===== src/design/rvm_pkg.sv =====
`timescale 1ns / 1ps
// ----------------------------------------------------------------------------
// rvm_pkg
// shared types and constants of the register machine instruction executor
// ----------------------------------------------------------------------------
package rvm_pkg;

  localparam int DATA_W    = 32;
  localparam int DIV_CNT_W = 5;
  localparam logic [DIV_CNT_W-1:0] DIV_LAST = 5'd31;

  typedef enum logic [3:0] {
    OP_MOVE  = 4'd0,
    OP_ADD   = 4'd1,
    OP_SUB   = 4'd2,
    OP_MUL   = 4'd3,
    OP_DIV   = 4'd4,
    OP_MOD   = 4'd5,
    OP_PRINT = 4'd6,
    OP_EXIT  = 4'd7,
    OP_ERROR = 4'd8
  } op_t;

  typedef enum logic [2:0] {
    ST_DONE    = 3'd0,
    ST_PRINTED = 3'd1,
    ST_EXIT    = 3'd2,
    ST_ERROR   = 3'd3,
    ST_IGNORED = 3'd4
  } status_t;

  typedef enum logic [1:0] {
    S_IDLE,
    S_EXEC,
    S_DIV,
    S_FIN
  } state_t;

  typedef struct packed {
    logic start;
    logic want_rem;
  } div_req_t;

  typedef struct packed {
    logic              done;
    logic [DATA_W-1:0] result;
  } div_rsp_t;

endpackage


===== src/design/rvm_regfile.sv =====
`timescale 1ns / 1ps
// ----------------------------------------------------------------------------
// rvm_regfile
// register file memory, two registered read ports and one write port;
// entries not yet written read as zero
// ----------------------------------------------------------------------------
module rvm_regfile #(
  parameter int NUM_REGS = 16,
  parameter int IDX_W    = 4
) (
  input  logic                      clk,
  input  logic                      rst_n,
  input  logic                      rd_en,
  input  logic [IDX_W-1:0]          ra_addr,
  input  logic [IDX_W-1:0]          rb_addr,
  output logic [rvm_pkg::DATA_W-1:0] ra_data,
  output logic [rvm_pkg::DATA_W-1:0] rb_data,
  input  logic                      wr_en,
  input  logic [IDX_W-1:0]          wr_addr,
  input  logic [rvm_pkg::DATA_W-1:0] wr_data
);

  logic [rvm_pkg::DATA_W-1:0] mem [NUM_REGS];
  logic [NUM_REGS-1:0]        vld_r;
  logic [NUM_REGS-1:0]        vld_nxt;
  logic [rvm_pkg::DATA_W-1:0] da_r;
  logic [rvm_pkg::DATA_W-1:0] db_r;
  logic                       va_r;
  logic                       vb_r;

  always_comb begin
    vld_nxt = vld_r;
    if (wr_en) begin
      vld_nxt[wr_addr] = 1'b1;
    end
  end

  always_ff @(posedge clk) begin
    if (!rst_n) begin
      vld_r <= '0;
    end else begin
      vld_r <= vld_nxt;
    end
  end

  always_ff @(posedge clk) begin
    if (wr_en) begin
      mem[wr_addr] <= wr_data;
    end
    if (rd_en) begin
      da_r <= mem[ra_addr];
      db_r <= mem[rb_addr];
      va_r <= vld_r[ra_addr];
      vb_r <= vld_r[rb_addr];
    end
  end

  assign ra_data = va_r ? da_r : '0;
  assign rb_data = vb_r ? db_r : '0;

endmodule


===== src/design/rvm_div.sv =====
`timescale 1ns / 1ps
// ----------------------------------------------------------------------------
// rvm_div
// signed 32-bit divide / remainder, radix-2 restoring, one bit per cycle,
// truncating toward zero
// ----------------------------------------------------------------------------
module rvm_div (
  input  logic                       clk,
  input  logic                       rst_n,
  input  rvm_pkg::div_req_t          req,
  input  logic [rvm_pkg::DATA_W-1:0] dividend,
  input  logic [rvm_pkg::DATA_W-1:0] divisor,
  output rvm_pkg::div_rsp_t          rsp
);

  logic                          busy_r, busy_nxt;
  logic                          fin_r, fin_nxt;
  logic [rvm_pkg::DIV_CNT_W-1:0] cnt_r, cnt_nxt;
  logic [rvm_pkg::DATA_W-1:0]    rem_r, rem_nxt;
  logic [rvm_pkg::DATA_W-1:0]    quo_r, quo_nxt;
  logic [rvm_pkg::DATA_W-1:0]    dvs_r, dvs_nxt;
  logic                          neg_q_r, neg_q_nxt;
  logic                          neg_r_r, neg_r_nxt;
  logic                          want_rem_r, want_rem_nxt;
  logic [rvm_pkg::DATA_W:0]      trial;
  logic                          ge;

  assign trial = {rem_r, quo_r[rvm_pkg::DATA_W-1]} - {1'b0, dvs_r};
  assign ge    = !trial[rvm_pkg::DATA_W];

  always_comb begin
    busy_nxt     = busy_r;
    fin_nxt      = 1'b0;
    cnt_nxt      = cnt_r;
    rem_nxt      = rem_r;
    quo_nxt      = quo_r;
    dvs_nxt      = dvs_r;
    neg_q_nxt    = neg_q_r;
    neg_r_nxt    = neg_r_r;
    want_rem_nxt = want_rem_r;
    if (req.start) begin
      busy_nxt     = 1'b1;
      cnt_nxt      = '0;
      rem_nxt      = '0;
      quo_nxt      = dividend[rvm_pkg::DATA_W-1] ? (~dividend + 1'b1) : dividend;
      dvs_nxt      = divisor[rvm_pkg::DATA_W-1] ? (~divisor + 1'b1) : divisor;
      neg_q_nxt    = dividend[rvm_pkg::DATA_W-1] ^ divisor[rvm_pkg::DATA_W-1];
      neg_r_nxt    = dividend[rvm_pkg::DATA_W-1];
      want_rem_nxt = req.want_rem;
    end else if (busy_r) begin
      rem_nxt = ge ? trial[rvm_pkg::DATA_W-1:0]
                   : {rem_r[rvm_pkg::DATA_W-2:0], quo_r[rvm_pkg::DATA_W-1]};
      quo_nxt = {quo_r[rvm_pkg::DATA_W-2:0], ge};
      cnt_nxt = cnt_r + 1'b1;
      if (cnt_r == rvm_pkg::DIV_LAST) begin
        busy_nxt = 1'b0;
        fin_nxt  = 1'b1;
      end
    end
  end

  always_ff @(posedge clk) begin
    if (!rst_n) begin
      busy_r <= 1'b0;
      fin_r  <= 1'b0;
      cnt_r  <= '0;
    end else begin
      busy_r <= busy_nxt;
      fin_r  <= fin_nxt;
      cnt_r  <= cnt_nxt;
    end
  end

  always_ff @(posedge clk) begin
    rem_r      <= rem_nxt;
    quo_r      <= quo_nxt;
    dvs_r      <= dvs_nxt;
    neg_q_r    <= neg_q_nxt;
    neg_r_r    <= neg_r_nxt;
    want_rem_r <= want_rem_nxt;
  end

  always_comb begin
    rsp.done = fin_r;
    if (want_rem_r) begin
      rsp.result = neg_r_r ? (~rem_r + 1'b1) : rem_r;
    end else begin
      rsp.result = neg_q_r ? (~quo_r + 1'b1) : quo_r;
    end
  end

endmodule


===== src/design/register_vm_instruction_executor.sv =====
`timescale 1ns / 1ps
// ----------------------------------------------------------------------------
// register_vm_instruction_executor
// runs one register machine instruction per input beat against a file of
// NUM_REGS signed 32-bit registers and returns one status beat per instruction
// ----------------------------------------------------------------------------
// usage
//   input beat: op, register indexes, move form and immediate; taken when
//   in_valid is high and in_stall is low. in_stall is high while an
//   instruction is in flight, so one instruction is worked on at a time.
//   output beat: status and print value, held in an output register until
//   taken (out_valid high, out_stall low); the next instruction is accepted
//   while that beat still waits.
//   sequence: move, add, sub, mul, print and exit pass through the
//   execute and final states, items ignored while halted go straight to
//   the final state, and div and mod wait in the divide state between them
//   while the one-bit-per-cycle divider runs its 32 iterations.
//   the register file is a memory with registered reads, read in the accept
//   cycle and written back when the result beat is loaded.
//   reset clears the halt flag and the per-entry valid bits, so all
//   registers read as zero; no clearing pass is needed.
//   a stalled receiver holds the block in its final state until the output
//   register frees up; nothing is dropped.
// ----------------------------------------------------------------------------
module register_vm_instruction_executor #(
  parameter int NUM_REGS = 16
) (
  input  logic               clk,
  input  logic               rst_n,
  input  logic               in_valid,
  output logic               in_stall,
  input  logic [3:0]         in_op,
  input  logic [3:0]         in_dest_reg,
  input  logic [3:0]         in_src_a_reg,
  input  logic [3:0]         in_src_b_reg,
  input  logic               in_const_form,
  input  logic signed [31:0] in_immediate,
  output logic               out_valid,
  input  logic               out_stall,
  output logic [2:0]         out_status,
  output logic signed [31:0] out_print_value
);

  localparam int IDX_W = (NUM_REGS > 1) ? $clog2(NUM_REGS) : 1;

  rvm_pkg::state_t            state_r, state_nxt;
  logic                       halted_r, halted_nxt;
  logic [3:0]                 op_r;
  logic [3:0]                 d_r;
  logic [3:0]                 sa_r;
  logic [3:0]                 sb_r;
  logic                       cf_r;
  logic [31:0]                imm_r;
  rvm_pkg::status_t           st_r, st_nxt;
  logic [31:0]                res_r, res_nxt;
  logic                       wr_r, wr_nxt;
  logic                       out_valid_r, out_valid_nxt;
  logic [2:0]                 out_status_r;
  logic [31:0]                out_pv_r;

  logic                       accept;
  logic                       fin_go;
  logic [31:0]                a_val;
  logic [31:0]                b_val;
  logic                       ok_d, ok_a, ok_b;
  rvm_pkg::status_t           ex_status;
  logic [31:0]                ex_res;
  logic                       ex_wr;
  logic                       ex_div;
  rvm_pkg::div_req_t          div_req;
  rvm_pkg::div_rsp_t          div_rsp;

  rvm_regfile #(
    .NUM_REGS (NUM_REGS),
    .IDX_W    (IDX_W)
  ) u_regfile (
    .clk     (clk),
    .rst_n   (rst_n),
    .rd_en   (accept),
    .ra_addr (IDX_W'(in_src_a_reg)),
    .rb_addr (IDX_W'(in_src_b_reg)),
    .ra_data (a_val),
    .rb_data (b_val),
    .wr_en   (fin_go && wr_r),
    .wr_addr (IDX_W'(d_r)),
    .wr_data (res_r)
  );

  rvm_div u_div (
    .clk      (clk),
    .rst_n    (rst_n),
    .req      (div_req),
    .dividend (a_val),
    .divisor  (b_val),
    .rsp      (div_rsp)
  );

  assign ok_d = 32'(d_r) < 32'(NUM_REGS);
  assign ok_a = 32'(sa_r) < 32'(NUM_REGS);
  assign ok_b = 32'(sb_r) < 32'(NUM_REGS);

  // instruction decode and execute; div and mod are checked here and handed to the divider
  always_comb begin
    ex_status = rvm_pkg::ST_DONE;
    ex_res    = '0;
    ex_wr     = 1'b0;
    ex_div    = 1'b0;
    unique case (op_r) inside
      rvm_pkg::OP_MOVE: begin
        if (!cf_r || !ok_d) begin
          ex_status = rvm_pkg::ST_ERROR;
        end else begin
          ex_res = imm_r;
          ex_wr  = 1'b1;
        end
      end
      rvm_pkg::OP_ADD, rvm_pkg::OP_SUB, rvm_pkg::OP_MUL: begin
        if (!ok_d || !ok_a || !ok_b) begin
          ex_status = rvm_pkg::ST_ERROR;
        end else begin
          ex_wr = 1'b1;
          if (op_r == rvm_pkg::OP_ADD) begin
            ex_res = a_val + b_val;
          end else if (op_r == rvm_pkg::OP_SUB) begin
            ex_res = a_val - b_val;
          end else begin
            ex_res = a_val * b_val;
          end
        end
      end
      rvm_pkg::OP_DIV, rvm_pkg::OP_MOD: begin
        if (!ok_d || !ok_a || !ok_b || (b_val == '0)) begin
          ex_status = rvm_pkg::ST_ERROR;
        end else begin
          ex_wr  = 1'b1;
          ex_div = 1'b1;
        end
      end
      rvm_pkg::OP_PRINT: begin
        if (!ok_a) begin
          ex_status = rvm_pkg::ST_ERROR;
        end else begin
          ex_status = rvm_pkg::ST_PRINTED;
          ex_res    = a_val;
        end
      end
      rvm_pkg::OP_EXIT: begin
        ex_status = rvm_pkg::ST_EXIT;
      end
      default: begin
        ex_status = rvm_pkg::ST_ERROR;
      end
    endcase
  end

  // next state
  always_comb begin
    state_nxt = state_r;
    unique case (state_r)
      rvm_pkg::S_IDLE: begin
        if (in_valid) begin
          state_nxt = halted_r ? rvm_pkg::S_FIN : rvm_pkg::S_EXEC;
        end
      end
      rvm_pkg::S_EXEC: begin
        state_nxt = ex_div ? rvm_pkg::S_DIV : rvm_pkg::S_FIN;
      end
      rvm_pkg::S_DIV: begin
        if (div_rsp.done) begin
          state_nxt = rvm_pkg::S_FIN;
        end
      end
      rvm_pkg::S_FIN: begin
        if (!out_valid_r || !out_stall) begin
          state_nxt = rvm_pkg::S_IDLE;
        end
      end
      default: begin
        state_nxt = rvm_pkg::S_IDLE;
      end
    endcase
  end

  // state outputs
  always_comb begin
    in_stall         = 1'b1;
    accept           = 1'b0;
    fin_go           = 1'b0;
    div_req.start    = 1'b0;
    div_req.want_rem = (op_r == rvm_pkg::OP_MOD);
    unique case (state_r)
      rvm_pkg::S_IDLE: begin
        in_stall = 1'b0;
        accept   = in_valid;
      end
      rvm_pkg::S_EXEC: begin
        div_req.start = ex_div;
      end
      rvm_pkg::S_DIV: begin
      end
      rvm_pkg::S_FIN: begin
        fin_go = !out_valid_r || !out_stall;
      end
      default: begin
      end
    endcase
  end

  always_comb begin
    st_nxt  = st_r;
    res_nxt = res_r;
    wr_nxt  = wr_r;
    if (accept && halted_r) begin
      st_nxt  = rvm_pkg::ST_IGNORED;
      res_nxt = '0;
      wr_nxt  = 1'b0;
    end else if (state_r == rvm_pkg::S_EXEC) begin
      st_nxt  = ex_status;
      res_nxt = ex_res;
      wr_nxt  = ex_wr;
    end else if (state_r == rvm_pkg::S_DIV && div_rsp.done) begin
      res_nxt = div_rsp.result;
    end
  end

  always_comb begin
    halted_nxt = halted_r;
    if (fin_go && (st_r == rvm_pkg::ST_EXIT || st_r == rvm_pkg::ST_ERROR)) begin
      halted_nxt = 1'b1;
    end
    out_valid_nxt = out_valid_r;
    if (fin_go) begin
      out_valid_nxt = 1'b1;
    end else if (!out_stall) begin
      out_valid_nxt = 1'b0;
    end
  end

  always_ff @(posedge clk) begin
    if (!rst_n) begin
      state_r     <= rvm_pkg::S_IDLE;
      halted_r    <= 1'b0;
      out_valid_r <= 1'b0;
      wr_r        <= 1'b0;
    end else begin
      state_r     <= state_nxt;
      halted_r    <= halted_nxt;
      out_valid_r <= out_valid_nxt;
      wr_r        <= wr_nxt;
    end
  end

  always_ff @(posedge clk) begin
    if (accept) begin
      op_r  <= in_op;
      d_r   <= in_dest_reg;
      sa_r  <= in_src_a_reg;
      sb_r  <= in_src_b_reg;
      cf_r  <= in_const_form;
      imm_r <= in_immediate;
    end
    st_r  <= st_nxt;
    res_r <= res_nxt;
    if (fin_go) begin
      out_status_r <= st_r;
      out_pv_r     <= (st_r == rvm_pkg::ST_PRINTED) ? res_r : '0;
    end
  end

  assign out_valid       = out_valid_r;
  assign out_status      = out_status_r;
  assign out_print_value = out_pv_r;

  a_halt_sticky: assert property (@(posedge clk) disable iff (!rst_n)
    halted_r |=> halted_r)
    else $error("halt flag cleared without reset");

  a_div_done_in_div: assert property (@(posedge clk) disable iff (!rst_n)
    div_rsp.done |-> state_r == rvm_pkg::S_DIV)
    else $error("divider finished outside the divide state");

  a_write_only_ok: assert property (@(posedge clk) disable iff (!rst_n)
    (fin_go && wr_r) |-> st_r == rvm_pkg::ST_DONE)
    else $error("register write on a non-executed instruction");

  a_ignored_when_halted: assert property (@(posedge clk) disable iff (!rst_n)
    (fin_go && halted_r) |=> out_status_r == rvm_pkg::ST_IGNORED)
    else $error("instruction executed while halted");

endmodule


===== config.mk =====
export PLATFORM = sky130hd
export DESIGN_NAME = register_vm_instruction_executor
export DESIGN_NICKNAME = d
export VERILOG_FILES = /design/src/design/rvm_pkg.sv /design/src/design/rvm_regfile.sv /design/src/design/rvm_div.sv /design/src/design/register_vm_instruction_executor.sv
export SDC_FILE = /design/constraint.sdc
export NUM_CORES = 2
export LEC_CHECK = 0
export ABC_AREA = 0
export BUFFER_PORTS_ARGS = -buffer_cell sky130_fd_sc_hd__buf_2
export CAP_MARGIN = 30
export CORE_MARGIN = 2
export CORE_UTILIZATION = 50
export CTS_BUF_LIST = sky130_fd_sc_hd__clkbuf_4
export CTS_CLUSTER_SIZE = 8
export DETAILED_ROUTE_END_ITERATION = 10
export GPL_TIMING_DRIVEN = 0
export PLACE_DENSITY = 0.66
export SETUP_SLACK_MARGIN = 0.02
export SYNTH_ARGS = -nofsm -noshare
export SYNTH_HDL_FRONTEND = slang
export SYNTH_SLANG_ARGS = --single-unit

===== constraint.sdc =====
create_clock -name clk -period 19.1 [get_ports clk]
set_input_delay 1.91 -clock clk [delete_from_list [all_inputs] [get_ports clk]]
set_output_delay 1.91 -clock clk [all_outputs]
set_load 0.05 [all_outputs]

==> metrics.md <==
| Metric | Value |
|---|---|
| Clk root buf | `clkbuf_4` |
| Final wirelength | `between 200 and 250 mm` |
| CP dominant cell by count | `fa_1` |
| Slew HR | `0.265` |
| Routed vias/inst | `between 6 and 7` |
| HP Class | `reg -> reg` |
| Drt wl/cell | `31.1 um` |
| # resized after CTS | `0` |
| Arrival @ worst endpoint | `around 13 ns` |
| Setup TNS | `0 ns` |
| Status | `completed` |
| Clock Latency Late Sink | `about 1.2 ns` |
| First drt pass iteration count | `6` |
| Async S/R FF share, synth | `0` |
| H-tree levels | `4` |
| DRT iter0 DRCs | `5899` |
| Max Clk Rate | `82.9 MHz` |
| Clock Pin Slew Worst Setup and Hold Paths | `0.07 ns` |
| Width of the die | `around 350 um` |
| Mapped Area | `58300 sq um` |
| Hold Fails Final Rpt | `0` |
| Post-CTS Hold Buffers | `0` |
| DR DRC count | `0` |
| Post-CTS Setup Repair Bufs | `0` |
| Worst path max stage delay | `0.68 ns` |
| Fillers | `9907` |
| Ys flop type | `edfxtp_1` |
| Die area | `about 120000 sq um` |
| Setup crit end kind | `register` |
| Vias in the first global route | `43800` |
| Avg Inst Size Synth | `11.9 sq um` |
| Crit path kind | `reg -> reg` |
| CTS tree | `yes` |
| Initial Util | `0.503` |
| Max Cap Viol | `0` |
| Layout Nets | `5984` |
| Final period util | `0.632` |
| Crit-path max FO | `10` |
| Slew @ Worst Pin | `1.07 ns` |
| Worst VDD drop | `0.178 mV` |
| Synth warnings | `0` |
| Placed Instance Area | `around 62000 sq um` |
| Via count | `44000` |
| Core Area | `116000 sq um` |
| Detailed placement HPWL | `167 mm` |
| First-pass GRT wire length | `roughly 310 mm` |
| Fin crit period | `around 12 ns` |
| P per Cell Area | `around 140 nW/um^2` |
| Post-synthesis register bit count | `816` |
| Syn-to-layout area delta | `11.3%` |
| Ports | `90` |
| Row cnt | `125` |
| Post-synth EDFFs | `721` |
| Clock tree sinks | `816` |
| Layout cell share with drive strength beyond 1 | `0.160` |
| Maximum number of pins on one net before global-route repair | `56` |
| Total CTS buffers | `about 200` |
| Crit path launch type | `register` |
| Register area share after synthesis | `0.404` |
| Port Buffer Count | `81` |
| Post-Synthesis Cells | `4913` |
| Clk_skew | `0.0925 ns` |
| Tot GR Track Use | `0.365` |
| Worst-case clock buffer depth | `3` |
| Placer congestion estimate | `1.03` |
| Post-route ant nets | `0` |
| Slew Viols, Final | `0` |
| Final Instance Area | `64900 sq um` |
| Leak Pwr | `25.0 nW` |
| Synthesized Nets | `between 5000 and 6000` |
| Yosys cell types | `80` |
| CP Data Required Time | `around 20 ns` |
| RSZ-0062 raised after global routing | `no` |
| Final setup vio count | `0` |
| Critical path's slowest cell | `clkbuf_1` |
| Die H | `345 um` |
| Initial antenna violation count | `10` |
| Global route total overflow | `0` |
## stage by stage
stage / utilization / worst slack [ns] / instances / power (mW) / hold WS, ns
final: 0.560 / 7.03 / 6988 / 9.08 / 0.472
after global placement: 0.523 / 6.48 / 6518 / 7.36 / 0.456
after CTS: 0.558 / 7.30 / 6965 / 8.94 / 0.484
after global routing: 0.560 / 6.85 / 6982 / 9.54 / 0.491
after detailed placement: 0.535 / 7.31 / 6599 / 7.43 / 0.469
after floorplan: - / 10.81 / 4913 / 5.56 / 0.424
## worst max-delay path, delay by kind of cell, from the launching register on
kind	cells	cell delay, ns
AO/OA/AOI/OAI	6	1.92
flip-flops	1	0.47
XOR/XNOR	1	0.31
AND/OR/NAND/NOR	5	1.38
adder cells (fa/ha/maj)	9	4.22
buffers and inverters	11	3.73
## synth_stat cells, drive strengths merged (23+ instances only)
cell,instances,area [sq um]
nor2,485,1820
edfxtp,721,21700
dfxtp,95,1900
clkbuf,225,845
mux4,330,7430
a211oi,31,233
ha,228,2850
xor2,67,587
nand2,456,1710
or3,28,180
a21o,42,315
fa,411,8230
inv,512,1920
xnor2,177,1550
buf,37,143
mux2i,37,370
o21ai,201,1010
and2,80,500
a22oi,23,173
nand3,44,220
o31ai,55,427
nand2b,31,194
o21a,38,285
nor2b,23,144
nor3,55,275
a21oi,175,876
## where the power goes
part | switching (mW) | total (mW) | internal, mW
logic | 3.10 | 4.87 | 1.77
registers | 0.428 | 2.73 | 2.30
clock network | 0.758 | 1.49 | 0.729
## area by class of cell
| cell class | count | area, sq um | area share |
|---|---|---|---|
| Inverter | 530 | 1990 | 0.0307 |
| Buffer | 262 | 988 | 0.0152 |
| Tap cell | 1524 | 1910 | 0.0294 |
| Timing Repair Buffer | 173 | 1920 | 0.0296 |
| Sequential cell | 816 | 23600 | 0.363 |
| Clock buffer | 288 | 2160 | 0.0333 |
| Antenna cell | 12 | 30.0 | 0.000463 |
| Multi-Input combinational cell | 3305 | 31900 | 0.492 |
| Clock inverter | 78 | 430 | 0.00664 |
## cells by family after synthesis
kind of cell / Yosys count / synth area share
buffers and inverters: 792 / 0.0511
AOI/OAI and AO/OA: 762 / 0.0854
adders and majority gates: 639 / 0.190
xor gates and xnor gates: 246 / 0.0374
DFF: 816 / 0.404
muxes: 369 / 0.134
and+or+nand+nor: 1289 / 0.0976
## layout by cell type (no fill, tap or decap), types with 16 or more instances in the layout
master | synthesis | routed
xnor2_1 | 177 | 177
buf_6 | 0 | 18
dfxtp_1 | 95 | 95
o21a_1 | 38 | 38
nor2_1 | 485 | 473
xor2_1 | 67 | 67
a211oi_1 | 31 | 31
nand3_1 | 44 | 44
and2_1 | 80 | 79
o221ai_1 | 16 | 16
buf_2 | 3 | 85
clkinv_1 | 18 | 76
fa_1 | 411 | 411
a22oi_1 | 23 | 23
clkbuf_4 | 0 | 288
ha_1 | 228 | 228
a21oi_1 | 175 | 175
nor2b_1 | 23 | 23
o41ai_1 | 19 | 19
inv_1 | 512 | 512
nand2b_1 | 31 | 30
buf_1 | 34 | 34
or3_1 | 27 | 27
edfxtp_1 | 721 | 721
mux4_2 | 330 | 330
nor3_1 | 55 | 51
o21ai_0 | 197 | 197
clkbuf_1 | 225 | 224
o31ai_1 | 54 | 54
mux2i_1 | 37 | 37
buf_8 | 0 | 48
nand2_1 | 456 | 456
a21o_1 | 42 | 42
a31oi_1 | 21 | 21
## routing by layer
layer / wire (um) / vias up / GRT usage
li1: - / 18400 / -
met1: 83300 / 22200 / 0.493
met2: 98000 / 2814 / 0.560
met3: 23500 / 603 / 0.0790
met4: 12300 / 4 / 0.186
met5: 26 / - / 0.000800
## registers in the layout, summed over array words and instances, names as in the netlist, 2 cells and up
register         cells
out_print_value     32
u_div.dvs_r         32
op_r                 4
u_regfile.vld_r     16
res_r               32
state_r              2
d_r                  4
u_div.rem_r         32
u_regfile.db_r      32
u_regfile.da_r      32
u_div.cnt_r          5
out_status           3
imm_r               32
u_div.quo_r         32
st_r                 3
u_regfile.mem      512
## path summary, 6_finish.rpt
path                  start             to  slack (ns)  depth (start not counted)
min reg2reg         st_r[0]  out_status[0]        0.47                          0
max reg2reg  u_regfile.vb_r      res_r[24]        7.03                         32
max          u_regfile.vb_r      res_r[24]        7.03                         32
min                 st_r[0]  out_status[0]        0.47                          0
Power figures use the tool's default switching activity.
